**src/cpu6502_effective_address_unit_assert.svh**
```systemverilog
// assertion macros for the 6502 effective address unit
`ifndef CPU6502_EFFECTIVE_ADDRESS_UNIT_ASSERT_SVH
`define CPU6502_EFFECTIVE_ADDRESS_UNIT_ASSERT_SVH

// same-cycle implication, checked outside reset
`define EAU_ASSERT_NOW(label, clk, rst, ante, cons, msg) \
   label: assert property (@(posedge clk) disable iff (rst) (ante) |-> (cons)) \
      else $error(msg);

// next-cycle implication, checked outside reset
`define EAU_ASSERT_NEXT(label, clk, rst, ante, cons, msg) \
   label: assert property (@(posedge clk) disable iff (rst) (ante) |=> (cons)) \
      else $error(msg);

`endif

```
**src/eau_pkg.sv**
```systemverilog
// types and codes shared by the 6502 effective address unit
package eau_pkg;

   // command codes
   localparam logic CMD_START = 1'b0;
   localparam logic CMD_DATA  = 1'b1;

   // addressing mode codes
   localparam logic [3:0] MODE_ZP     = 4'd0;
   localparam logic [3:0] MODE_ZP_X   = 4'd1;
   localparam logic [3:0] MODE_ZP_Y   = 4'd2;
   localparam logic [3:0] MODE_ABS    = 4'd3;
   localparam logic [3:0] MODE_ABS_X  = 4'd4;
   localparam logic [3:0] MODE_ABS_Y  = 4'd5;
   localparam logic [3:0] MODE_IND    = 4'd6;
   localparam logic [3:0] MODE_IND_X  = 4'd7;
   localparam logic [3:0] MODE_IND_Y  = 4'd8;

   // sequencer phase
   typedef enum logic [1:0] {
      PH_IDLE = 2'd0,
      PH_LOW  = 2'd1,
      PH_HIGH = 2'd2
   } phase_type;

   // result kind
   typedef enum logic [1:0] {
      KIND_READ = 2'd0,
      KIND_DONE = 2'd1,
      KIND_BAD  = 2'd2
   } kind_type;

   // request word
   typedef struct packed {
      logic       cmd;
      logic [3:0] mode;
      logic [7:0] operand_low;
      logic [7:0] operand_high;
      logic [7:0] reg_x;
      logic [7:0] reg_y;
      logic [7:0] read_data;
   } req_word_type;

   // response word
   typedef struct packed {
      kind_type    kind;
      logic [15:0] address;
      logic        page_crossed;
   } rsp_word_type;

endpackage

```
**src/cpu6502_effective_address_unit.sv**
```systemverilog
// 6502 effective address unit: address modes, indirect pointer fetch sequencing
//
//  channel | dir | handshake            | word
//  --------+-----+----------------------+-----------------------------------
//  req     | in  | req_valid/req_stall  | cmd, mode, operands, x, y, data
//  rsp     | out | rsp_valid/rsp_stall  | kind, address, page_crossed
//
// one word accepted per cycle while req_stall is low; each response is registered
// (input register, then response register), one 8/16-bit add per word
// reset is synchronous and clears the sequencer to idle with no response pending
// a stalled response holds; the input register keeps accepting until it is full
// words that cause no response (read data while idle) still pass through the input register
module cpu6502_effective_address_unit (
   input  logic                  clock,
   input  logic                  reset,
   input  logic                  req_valid,
   output logic                  req_stall,
   input  eau_pkg::req_word_type req_word,
   output logic                  rsp_valid,
   input  logic                  rsp_stall,
   output eau_pkg::rsp_word_type rsp_word
);
   import eau_pkg::*;

`include "cpu6502_effective_address_unit_assert.svh"

   // input stage
   logic         s1_valid_ff, s1_valid_in;
   req_word_type s1_word_ff;

   // sequencer state
   phase_type    phase_ff, phase_in;
   logic [3:0]   held_mode_ff, held_mode_in;
   logic [7:0]   pointer_ff, pointer_in;
   logic [7:0]   fetched_low_ff, fetched_low_in;
   logic [7:0]   held_y_ff, held_y_in;

   // response stage
   logic         rsp_valid_ff, rsp_valid_in;
   rsp_word_type rsp_word_ff, rsp_word_in;

   // datapath
   logic         advance;
   logic         res_valid;
   rsp_word_type res_word;
   logic [8:0]   zp_x_sum;
   logic [8:0]   zp_y_sum;
   logic [15:0]  base;
   logic [15:0]  abs_x_sum;
   logic [15:0]  abs_y_sum;
   logic [7:0]   ptr_next;
   logic [15:0]  target;
   logic [15:0]  ind_y_sum;
   logic [8:0]   ind_y_low;

   // the input word moves on when the response slot is free or being taken
   assign advance   = s1_valid_ff && (!rsp_valid_ff || !rsp_stall);
   assign req_stall = s1_valid_ff && !advance;
   assign s1_valid_in = (req_valid && !req_stall) || (s1_valid_ff && !advance);

   // address arithmetic
   assign zp_x_sum  = {1'b0, s1_word_ff.operand_low} + {1'b0, s1_word_ff.reg_x};
   assign zp_y_sum  = {1'b0, s1_word_ff.operand_low} + {1'b0, s1_word_ff.reg_y};
   assign base      = {s1_word_ff.operand_high, s1_word_ff.operand_low};
   assign abs_x_sum = base + {8'h00, s1_word_ff.reg_x};
   assign abs_y_sum = base + {8'h00, s1_word_ff.reg_y};
   assign ptr_next  = pointer_ff + 8'd1;
   assign target    = {s1_word_ff.read_data, fetched_low_ff};
   assign ind_y_sum = target + {8'h00, held_y_ff};
   assign ind_y_low = {1'b0, fetched_low_ff} + {1'b0, held_y_ff};

   // mode decode and sequencer next state
   always_comb begin
      phase_in       = phase_ff;
      held_mode_in   = held_mode_ff;
      pointer_in     = pointer_ff;
      fetched_low_in = fetched_low_ff;
      held_y_in      = held_y_ff;
      res_valid      = 1'b0;
      res_word       = '0;
      if (s1_word_ff.cmd == CMD_START) begin
         phase_in  = PH_IDLE;
         res_valid = 1'b1;
         unique case (s1_word_ff.mode) inside
            MODE_ZP: begin
               res_word.kind    = KIND_DONE;
               res_word.address = {8'h00, s1_word_ff.operand_low};
            end
            MODE_ZP_X: begin
               res_word.kind    = KIND_DONE;
               res_word.address = {8'h00, zp_x_sum[7:0]};
            end
            MODE_ZP_Y: begin
               res_word.kind    = KIND_DONE;
               res_word.address = {8'h00, zp_y_sum[7:0]};
            end
            MODE_ABS: begin
               res_word.kind    = KIND_DONE;
               res_word.address = base;
            end
            MODE_ABS_X: begin
               res_word.kind         = KIND_DONE;
               res_word.address      = abs_x_sum;
               res_word.page_crossed = zp_x_sum[8];
            end
            MODE_ABS_Y: begin
               res_word.kind         = KIND_DONE;
               res_word.address      = abs_y_sum;
               res_word.page_crossed = zp_y_sum[8];
            end
            MODE_IND, MODE_IND_X, MODE_IND_Y: begin
               held_mode_in = s1_word_ff.mode;
               pointer_in   = (s1_word_ff.mode == MODE_IND_X) ? zp_x_sum[7:0]
                                                              : s1_word_ff.operand_low;
               held_y_in    = s1_word_ff.reg_y;
               phase_in     = PH_LOW;
               res_word.kind    = KIND_READ;
               res_word.address = {8'h00, pointer_in};
            end
            default: begin
               res_word.kind = KIND_BAD;
            end
         endcase
      end else begin
         unique case (phase_ff)
            PH_LOW: begin
               fetched_low_in   = s1_word_ff.read_data;
               phase_in         = PH_HIGH;
               res_valid        = 1'b1;
               res_word.kind    = KIND_READ;
               res_word.address = {8'h00, ptr_next};
            end
            PH_HIGH: begin
               phase_in      = PH_IDLE;
               res_valid     = 1'b1;
               res_word.kind = KIND_DONE;
               if (held_mode_ff == MODE_IND_Y) begin
                  res_word.address      = ind_y_sum;
                  res_word.page_crossed = ind_y_low[8];
               end else begin
                  res_word.address = target;
               end
            end
            default: begin
               phase_in = PH_IDLE;
            end
         endcase
      end
   end

   // response register next value
   always_comb begin
      rsp_valid_in = rsp_valid_ff && rsp_stall;
      rsp_word_in  = rsp_word_ff;
      if (advance && res_valid) begin
         rsp_valid_in = 1'b1;
         rsp_word_in  = res_word;
      end
   end

   // control registers
   always_ff @(posedge clock) begin
      if (reset) begin
         s1_valid_ff    <= 1'b0;
         rsp_valid_ff   <= 1'b0;
         phase_ff       <= PH_IDLE;
         held_mode_ff   <= 4'd0;
         pointer_ff     <= 8'd0;
         fetched_low_ff <= 8'd0;
         held_y_ff      <= 8'd0;
      end else begin
         s1_valid_ff  <= s1_valid_in;
         rsp_valid_ff <= rsp_valid_in;
         if (advance) begin
            phase_ff       <= phase_in;
            held_mode_ff   <= held_mode_in;
            pointer_ff     <= pointer_in;
            fetched_low_ff <= fetched_low_in;
            held_y_ff      <= held_y_in;
         end
      end
   end

   // payload registers
   always_ff @(posedge clock) begin
      if (req_valid && !req_stall) begin
         s1_word_ff <= req_word;
      end
      rsp_word_ff <= rsp_word_in;
   end

   assign rsp_valid = rsp_valid_ff;
   assign rsp_word  = rsp_word_ff;

   // checks
   `EAU_ASSERT_NOW(a_read_in_page_zero, clock, reset,
      rsp_valid_ff && (rsp_word_ff.kind == KIND_READ), rsp_word_ff.address[15:8] == 8'h00,
      "read request outside page zero")
   `EAU_ASSERT_NOW(a_cross_only_done, clock, reset,
      rsp_valid_ff && rsp_word_ff.page_crossed, rsp_word_ff.kind == KIND_DONE,
      "page crossing flagged on a non-address response")
   `EAU_ASSERT_NEXT(a_low_then_high, clock, reset,
      advance && (s1_word_ff.cmd == CMD_DATA) && (phase_ff == PH_LOW),
      (phase_ff == PH_HIGH) && rsp_valid_ff,
      "pointer low byte did not move sequencer to high phase")
   `EAU_ASSERT_NOW(a_stall_only_full, clock, reset,
      req_stall, s1_valid_ff && rsp_valid_ff && rsp_stall,
      "input stalled without a blocked response")

endmodule
```
**config.mk**
```make
export PLATFORM = sky130hd
export DESIGN_NAME = cpu6502_effective_address_unit
export DESIGN_NICKNAME = d
export VERILOG_FILES = /design/src/eau_pkg.sv /design/src/cpu6502_effective_address_unit.sv
export VERILOG_INCLUDE_DIRS = /design/src /design/src/src
export SDC_FILE = /design/constraint.sdc
export NUM_CORES = 1
export LEC_CHECK = 0
export BUFFER_PORTS_ARGS = -buffer_cell sky130_fd_sc_hd__buf_2
export CAP_MARGIN = 5
export CORE_MARGIN = 2
export CORE_UTILIZATION = 41
export DETAILED_ROUTE_END_ITERATION = 8
export REMOVE_ABC_BUFFERS = 1
export SETUP_SLACK_MARGIN = 0.4
export SYNTH_ARGS = -nofsm -noshare
export SYNTH_HDL_FRONTEND = slang
export SYNTH_SLANG_ARGS = --single-unit
```
**constraint.sdc**
```tcl
create_clock -name clock -period 7.14 [get_ports clock]
set_input_delay 0.714 -clock clock [delete_from_list [all_inputs] [get_ports clock]]
set_output_delay 0.714 -clock clock [all_outputs]
set_load 0.02 [all_outputs]
```
Word level (Yosys, flattened, before mapping)
Cells that the tools add are included.
- memory bits (read-only): 0
- latch bits: 0
- bits in writable memories: 0
- bits of input ports: 49
- bits in registers: 96
- memories kept: 0
- reduce and logical (&&, ||, !) cells: 17
- add/subtract/negate cells: 7
- multipliers: 0
- magnitude comparators: 0
- bitwise gates (word level): 1
- mux-type cells: 15
- divide/modulo/power cells: 0
- shift operators: 0
- equal/unequal tests: 11
- operator list (cell ; number):
    $pmux 16 s7 ; 1
    $add 16x8->16 ; 3
    $pmux 17 s2 ; 1
    $add 8x8->9 ; 3
    $mux 19 ; 1
    $eq 4x3->1 const B ; 4
    $mux 16 ; 1
    $add 8x1->8 const B ; 1
    $eq 4x2->1 const B ; 2
    $eq 4x4->1 const B ; 2
    $mux 8 ; 1
    $mux 1 ; 6
    $reduce_and 3->1 ; 2
    $reduce_or 6->1 ; 1
    $logic_and 1x1->1 ; 5
    $eq 4x1->1 const B ; 1
    $logic_not 1->1 ; 4
    $logic_not 4->1 ; 1
    $mux 2 ; 2
    $pmux 2 s2 ; 1
    $reduce_or 3->1 ; 1
    $eq 2x1->1 const B ; 1
    $eq 2x2->1 const B ; 1
    $logic_or 1x1->1 ; 2
    other kinds (3) ; 3

Depth between registers and ports, before layout
- depth after elaboration: 8
- mapped depth: 14

Least setup slack after synthesis
Ideal clock, no wire load.
- path kind: input port to flip-flop
- from: in rsp_stall
- to: reg s1_word_ff, in the netlist base[0], enable pin
- stages: 2
- library setup time: 0.452 ns
- setup slack: 3.711 ns
- buffers on the path: 0
- arrival time: 2.977 ns
- path through: and3_1 nor2b_1
- longest elaborated chain between the ends: 7
- ends and longest elaborated chain (element ; RTL line ; source):
    from (decl) ; cpu6502_effective_address_unit.sv:20 ; input logic rsp_stall,
    $logic_not 1->1 ; cpu6502_effective_address_unit.sv:57 ; assign advance = s1_valid_ff && (!rsp_valid_ff || !rsp_stall);
    $logic_or 1x1->1 ; cpu6502_effective_address_unit.sv:57 ;
    $logic_and 1x1->1 ; cpu6502_effective_address_unit.sv:57 ;
    $logic_not 1->1 ; cpu6502_effective_address_unit.sv:58 ; assign req_stall = s1_valid_ff && !advance;
    $logic_and 1x1->1 ; cpu6502_effective_address_unit.sv:58 ;
    $logic_not 1->1 ; cpu6502_effective_address_unit.sv:186 ; if (req_valid && !req_stall) begin
    $logic_and 1x1->1 ; cpu6502_effective_address_unit.sv:186 ;
    to (signal assigned) ; cpu6502_effective_address_unit.sv:187 ; s1_word_ff <= req_word;
    to (decl) ; cpu6502_effective_address_unit.sv:29 ; req_word_type s1_word_ff;
Every way passes these cells.
A chain may end at the register's enable or synchronous reset.

==> flow_summary.html <==
<table>
<tr><th>Metric</th><th>Value</th></tr>
<tr><th colspan="2">Setup path</th></tr>
<tr><td>Startpoint of the worst register-to-register path</td><td>s1_word_ff[41]</td></tr>
<tr><td>Kind of cell with the highest combined delay on the critical path</td><td>simple AND/OR/NAND/NOR gates</td></tr>
<tr><td>Crit path DAT</td><td>3.68 ns</td></tr>
<tr><td>CP max stage cell</td><td>edfxtp_1</td></tr>
<tr><td>Biggest fanout along the worst timing path</td><td>9</td></tr>
<tr><td>Maximum cell stage delay along the critical path</td><td>0.50 ns</td></tr>
<tr><td>Buf/Inv on CP</td><td>1</td></tr>
<tr><td>Required time at the worst-slack endpoint</td><td>7.23 ns</td></tr>
<tr><td>Worst setup EP type</td><td>flop</td></tr>
<tr><td>Startpoint Class</td><td>flop</td></tr>
<tr><td>Series of cell instances along the critical path</td><td>nor2_1, and3_1, mux2_2, ha_1, inv_1, fa_1, nor2b_1, o21a_1, o21ai_0, a21oi_1, nand3_1, mux2i_1, o211ai_1</td></tr>
<tr><td>Startpoint-to-endpoint class of the critical path</td><td>flop to flop</td></tr>
<tr><td>Start point of the critical path</td><td>s1_word_ff[41]</td></tr>
<tr><th colspan="2">Route</th></tr>
<tr><td>Average wire per standard cell</td><td>17.76 µm</td></tr>
<tr><td>Detailed-route vias per instance</td><td>5.549</td></tr>
<tr><td>Routed wire length</td><td>14.42 mm</td></tr>
<tr><td>Final routed DRC violation total</td><td>0</td></tr>
<tr><td>Detailed router's first-iteration violation count</td><td>502</td></tr>
<tr><td>Routed vias</td><td>4,506</td></tr>
<tr><td>Drt first pass iters</td><td>5</td></tr>
<tr><td>DRT antenna net count</td><td>0</td></tr>
<tr><th colspan="2">Clock network</th></tr>
<tr><td>Cts hold-fix bufs</td><td>0</td></tr>
<tr><td>Post-CTS clock slew at the launch and capture registers of the worst setup and hold paths</td><td>0.07 ns</td></tr>
<tr><td>CTS Root Buffer Type</td><td>clkbuf_16</td></tr>
<tr><td>Resized cells post-CTS</td><td>0</td></tr>
<tr><td>Cts bufs inserted</td><td>9</td></tr>
<tr><td>Htree depth</td><td>3</td></tr>
<tr><td>Postcts setup bufs</td><td>0</td></tr>
<tr><td>CTS Buffer Depth</td><td>2</td></tr>
<tr><td>CTS sink count</td><td>96</td></tr>
<tr><td>Insertion delay of the later-clocked pin in the worst-skew pair</td><td>0.36 ns</td></tr>
<tr><td>CTS tree</td><td>yes</td></tr>
<tr><th colspan="2">Cells and area</th></tr>
<tr><td>P&amp;R area growth vs syn</td><td>14.53%</td></tr>
<tr><td>Share of layout cells above drive strength 1</td><td>0.1646</td></tr>
<tr><td># diodes</td><td>0</td></tr>
<tr><td>Most common library cell in the layout ignoring fill and taps</td><td>buf_2</td></tr>
<tr><td>Commonest cells after routing, fill and taps aside</td><td>buf_2 (69), edfxtp_1 (64), nand2_1 (59)</td></tr>
<tr><td>Nets@finish</td><td>718</td></tr>
<tr><th colspan="2">Die</th></tr>
<tr><td>Starting Density</td><td>0.4156</td></tr>
<tr><td>Die H</td><td>121.9 µm</td></tr>
<tr><td>Core Footprint</td><td>13,720 µm²</td></tr>
<tr><td># rows</td><td>43</td></tr>
<tr><td>Die outline area</td><td>14,870 µm²</td></tr>
<tr><td>IO Count</td><td>70</td></tr>
<tr><td>Chip Width</td><td>121.9 µm</td></tr>
<tr><th colspan="2">GRT</th></tr>
<tr><td>Global-route wire length before repair</td><td>22.76 mm</td></tr>
<tr><td>GRT Total Usage</td><td>0.2025</td></tr>
<tr><td>Maximum number of pins on one net before global-route repair</td><td>46</td></tr>
<tr><td>Number of global-route vias before repair</td><td>4,367</td></tr>
<tr><td>Initial antenna violation count</td><td>0</td></tr>
<tr><td>Total overflow reported by the global router</td><td>0</td></tr>
<tr><th colspan="2">Placed design</th></tr>
<tr><td>Final Wtd Congestion</td><td>0.9397</td></tr>
<tr><td>Port Buf Inserts</td><td>69</td></tr>
<tr><td>Sum of net half-perimeters after detailed placement</td><td>11.13 mm</td></tr>
<tr><th colspan="2">STA</th></tr>
<tr><td>Unrepaired setup endpoints after global routing</td><td>false</td></tr>
<tr><td>Pins Over Slew Limit</td><td>0</td></tr>
<tr><td>Rel. slew slack</td><td>0.3935</td></tr>
<tr><td>Post-layout minimum cycle time</td><td>3.589 ns</td></tr>
<tr><td>Final setup fails</td><td>0</td></tr>
<tr><td>Highest achievable clock rate</td><td>278.7 MHz</td></tr>
<tr><td>Worst Max-Slew Pin Slew</td><td>0.9068 ns</td></tr>
<tr><td>Fin crit share</td><td>0.5026</td></tr>
<tr><td>Final Skew</td><td>0.01099 ns</td></tr>
<tr><td>Accumulated negative setup slack</td><td>0 ns</td></tr>
<tr><td>Fin. Hold Viols</td><td>0</td></tr>
<tr><th colspan="2">Synthesis</th></tr>
<tr><td>FF+latch count, synth</td><td>96</td></tr>
<tr><td>Synth Warn #</td><td>0</td></tr>
<tr><td>Number of distinct library cells after synthesis</td><td>63</td></tr>
<tr><td>Top flip-flop cell by instance count after synthesis</td><td>edfxtp_1</td></tr>
<tr><td>Number of synthesized flops with an enable pin</td><td>64</td></tr>
<tr><td>Synthesized area</td><td>5702 µm²</td></tr>
<tr><td>Proportion of register bits with asynchronous set or reset after synthesis</td><td>0</td></tr>
<tr><td>Sequential-to-total area share from yosys stat</td><td>0.4494</td></tr>
<tr><td>Syn Area/Cell</td><td>10.11 µm²</td></tr>
<tr><td>Post-Syn Instances</td><td>564</td></tr>
<tr><th colspan="2">Power and ir drop</th></tr>
<tr><td>Total power</td><td>1.325 mW</td></tr>
<tr><td>Leakage power</td><td>2.621 nW</td></tr>
<tr><td>Pwr/cell area</td><td>202.9 nW/µm²</td></tr>
<tr><td>Maximum VDD drop</td><td>87.72 µV</td></tr>
<tr><th colspan="2">Worst hold path</th></tr>
<tr><td>Worst min-delay path category</td><td>flop to flop</td></tr>
<tr><td>Startpoint of the worst hold path</td><td>held_y_ff[0]</td></tr>
<tr><th colspan="2">Run status</th></tr>
<tr><td>Outcome</td><td>complete, no violations</td></tr>
<tr><th colspan="2">Job</th></tr>
<tr><td>Max-Cap Viols</td><td>0</td></tr>
</table>
## cell families (layout without fill, tap and decap cells)
| kind of cell | after synthesis | count (layout) | share of synthesized area |
|---|---|---|---|
| adder cells (fa/ha/maj) | 42 | 42 | 0.09743 |
| multiplexers | 26 | 26 | 0.04718 |
| AND/OR/NAND/NOR | 189 | 189 | 0.1611 |
| buffers and inverters | 34 | 102 | 0.02458 |
| flip-flops | 96 | 96 | 0.4494 |
| XOR/XNOR | 30 | 30 | 0.04608 |
| AO/OA/AOI/OAI | 147 | 147 | 0.1742 |
## per-layer routing
layer	track usage	wire [µm]
met1	0.2724	6672
met2	0.3226	6778
met3	0.04260	671
met4	0.07399	296
met5	0	0
## worst min-delay path: stages, from the launching register on
cell and delay [ns]:
dfxtp_1 0.32, nand2_1 0.05, a21oi_1 0.05
## state kept, by name (all words and copies together), names as in the netlist
name            count
rsp_valid           1
held_y_ff           8
s1_valid_ff         1
rsp_word           19
base               16
s1_word_ff         29
phase_ff            2
held_mode_ff        4
fetched_low_ff      8
pointer_ff          8
## final timing paths
check	cells past startpoint	end	slack, ns
setup / recovery	13	rsp_word[15]	3.55
hold / removal	2	held_y_ff[0]	0.46
setup reg to reg	13	rsp_word[15]	3.55
hold reg to reg	2	held_y_ff[0]	0.46
## stage by stage
step	util	cell area [µm²]	setup slack [ns]	hold WS, ns	cells
3_5_place_dp	0.4530	6215	3.593	0.4547	796
6_report	0.4760	6530	3.551	0.4635	812
2_1_floorplan	-	5618	3.711	0.4340	545
3_3_place_gp	0.4530	6215	3.779	0.4518	796
5_1_grt	0.4760	6530	3.358	0.4881	812
4_1_cts	0.4760	6530	3.590	0.4647	812
## synthesized netlist by cell type, drive strengths merged, types with 12 or more instances
master | number | area, µm²
edfxtp | 64 | 1922
nand2 | 59 | 221.5
nor2 | 53 | 203.9
a21oi | 38 | 193.9
ha | 38 | 475.5
dfxtp | 32 | 640.6
o21ai | 23 | 115.1
mux2i | 19 | 190.2
nand3 | 18 | 90.09
xnor2 | 17 | 148.9
a211oi | 15 | 117.6
inv | 15 | 56.30
and3 | 13 | 81.33
xor2 | 13 | 113.9
a21o | 12 | 90.09
## report_power, final
group | switching, mW | internal (mW)
Clock | 0.235 | 0.280
Combinational | 0.101 | 0.0715
Sequential | 0.0230 | 0.614
Total | 0.359 | 0.966
## final cells by class
class / count / area (µm²)
tap: 180 / 225.2
clock inverter: 7 / 90.09
clock buffer: 9 / 225.2
fill: 1287 / 7189
timing repair buffer: 71 / 360.3
sequential: 96 / 2562
inverter: 15 / 56.30
multi-input combinational: 434 / 3010
No activity file was read; power rests on OpenSTA's default activity.
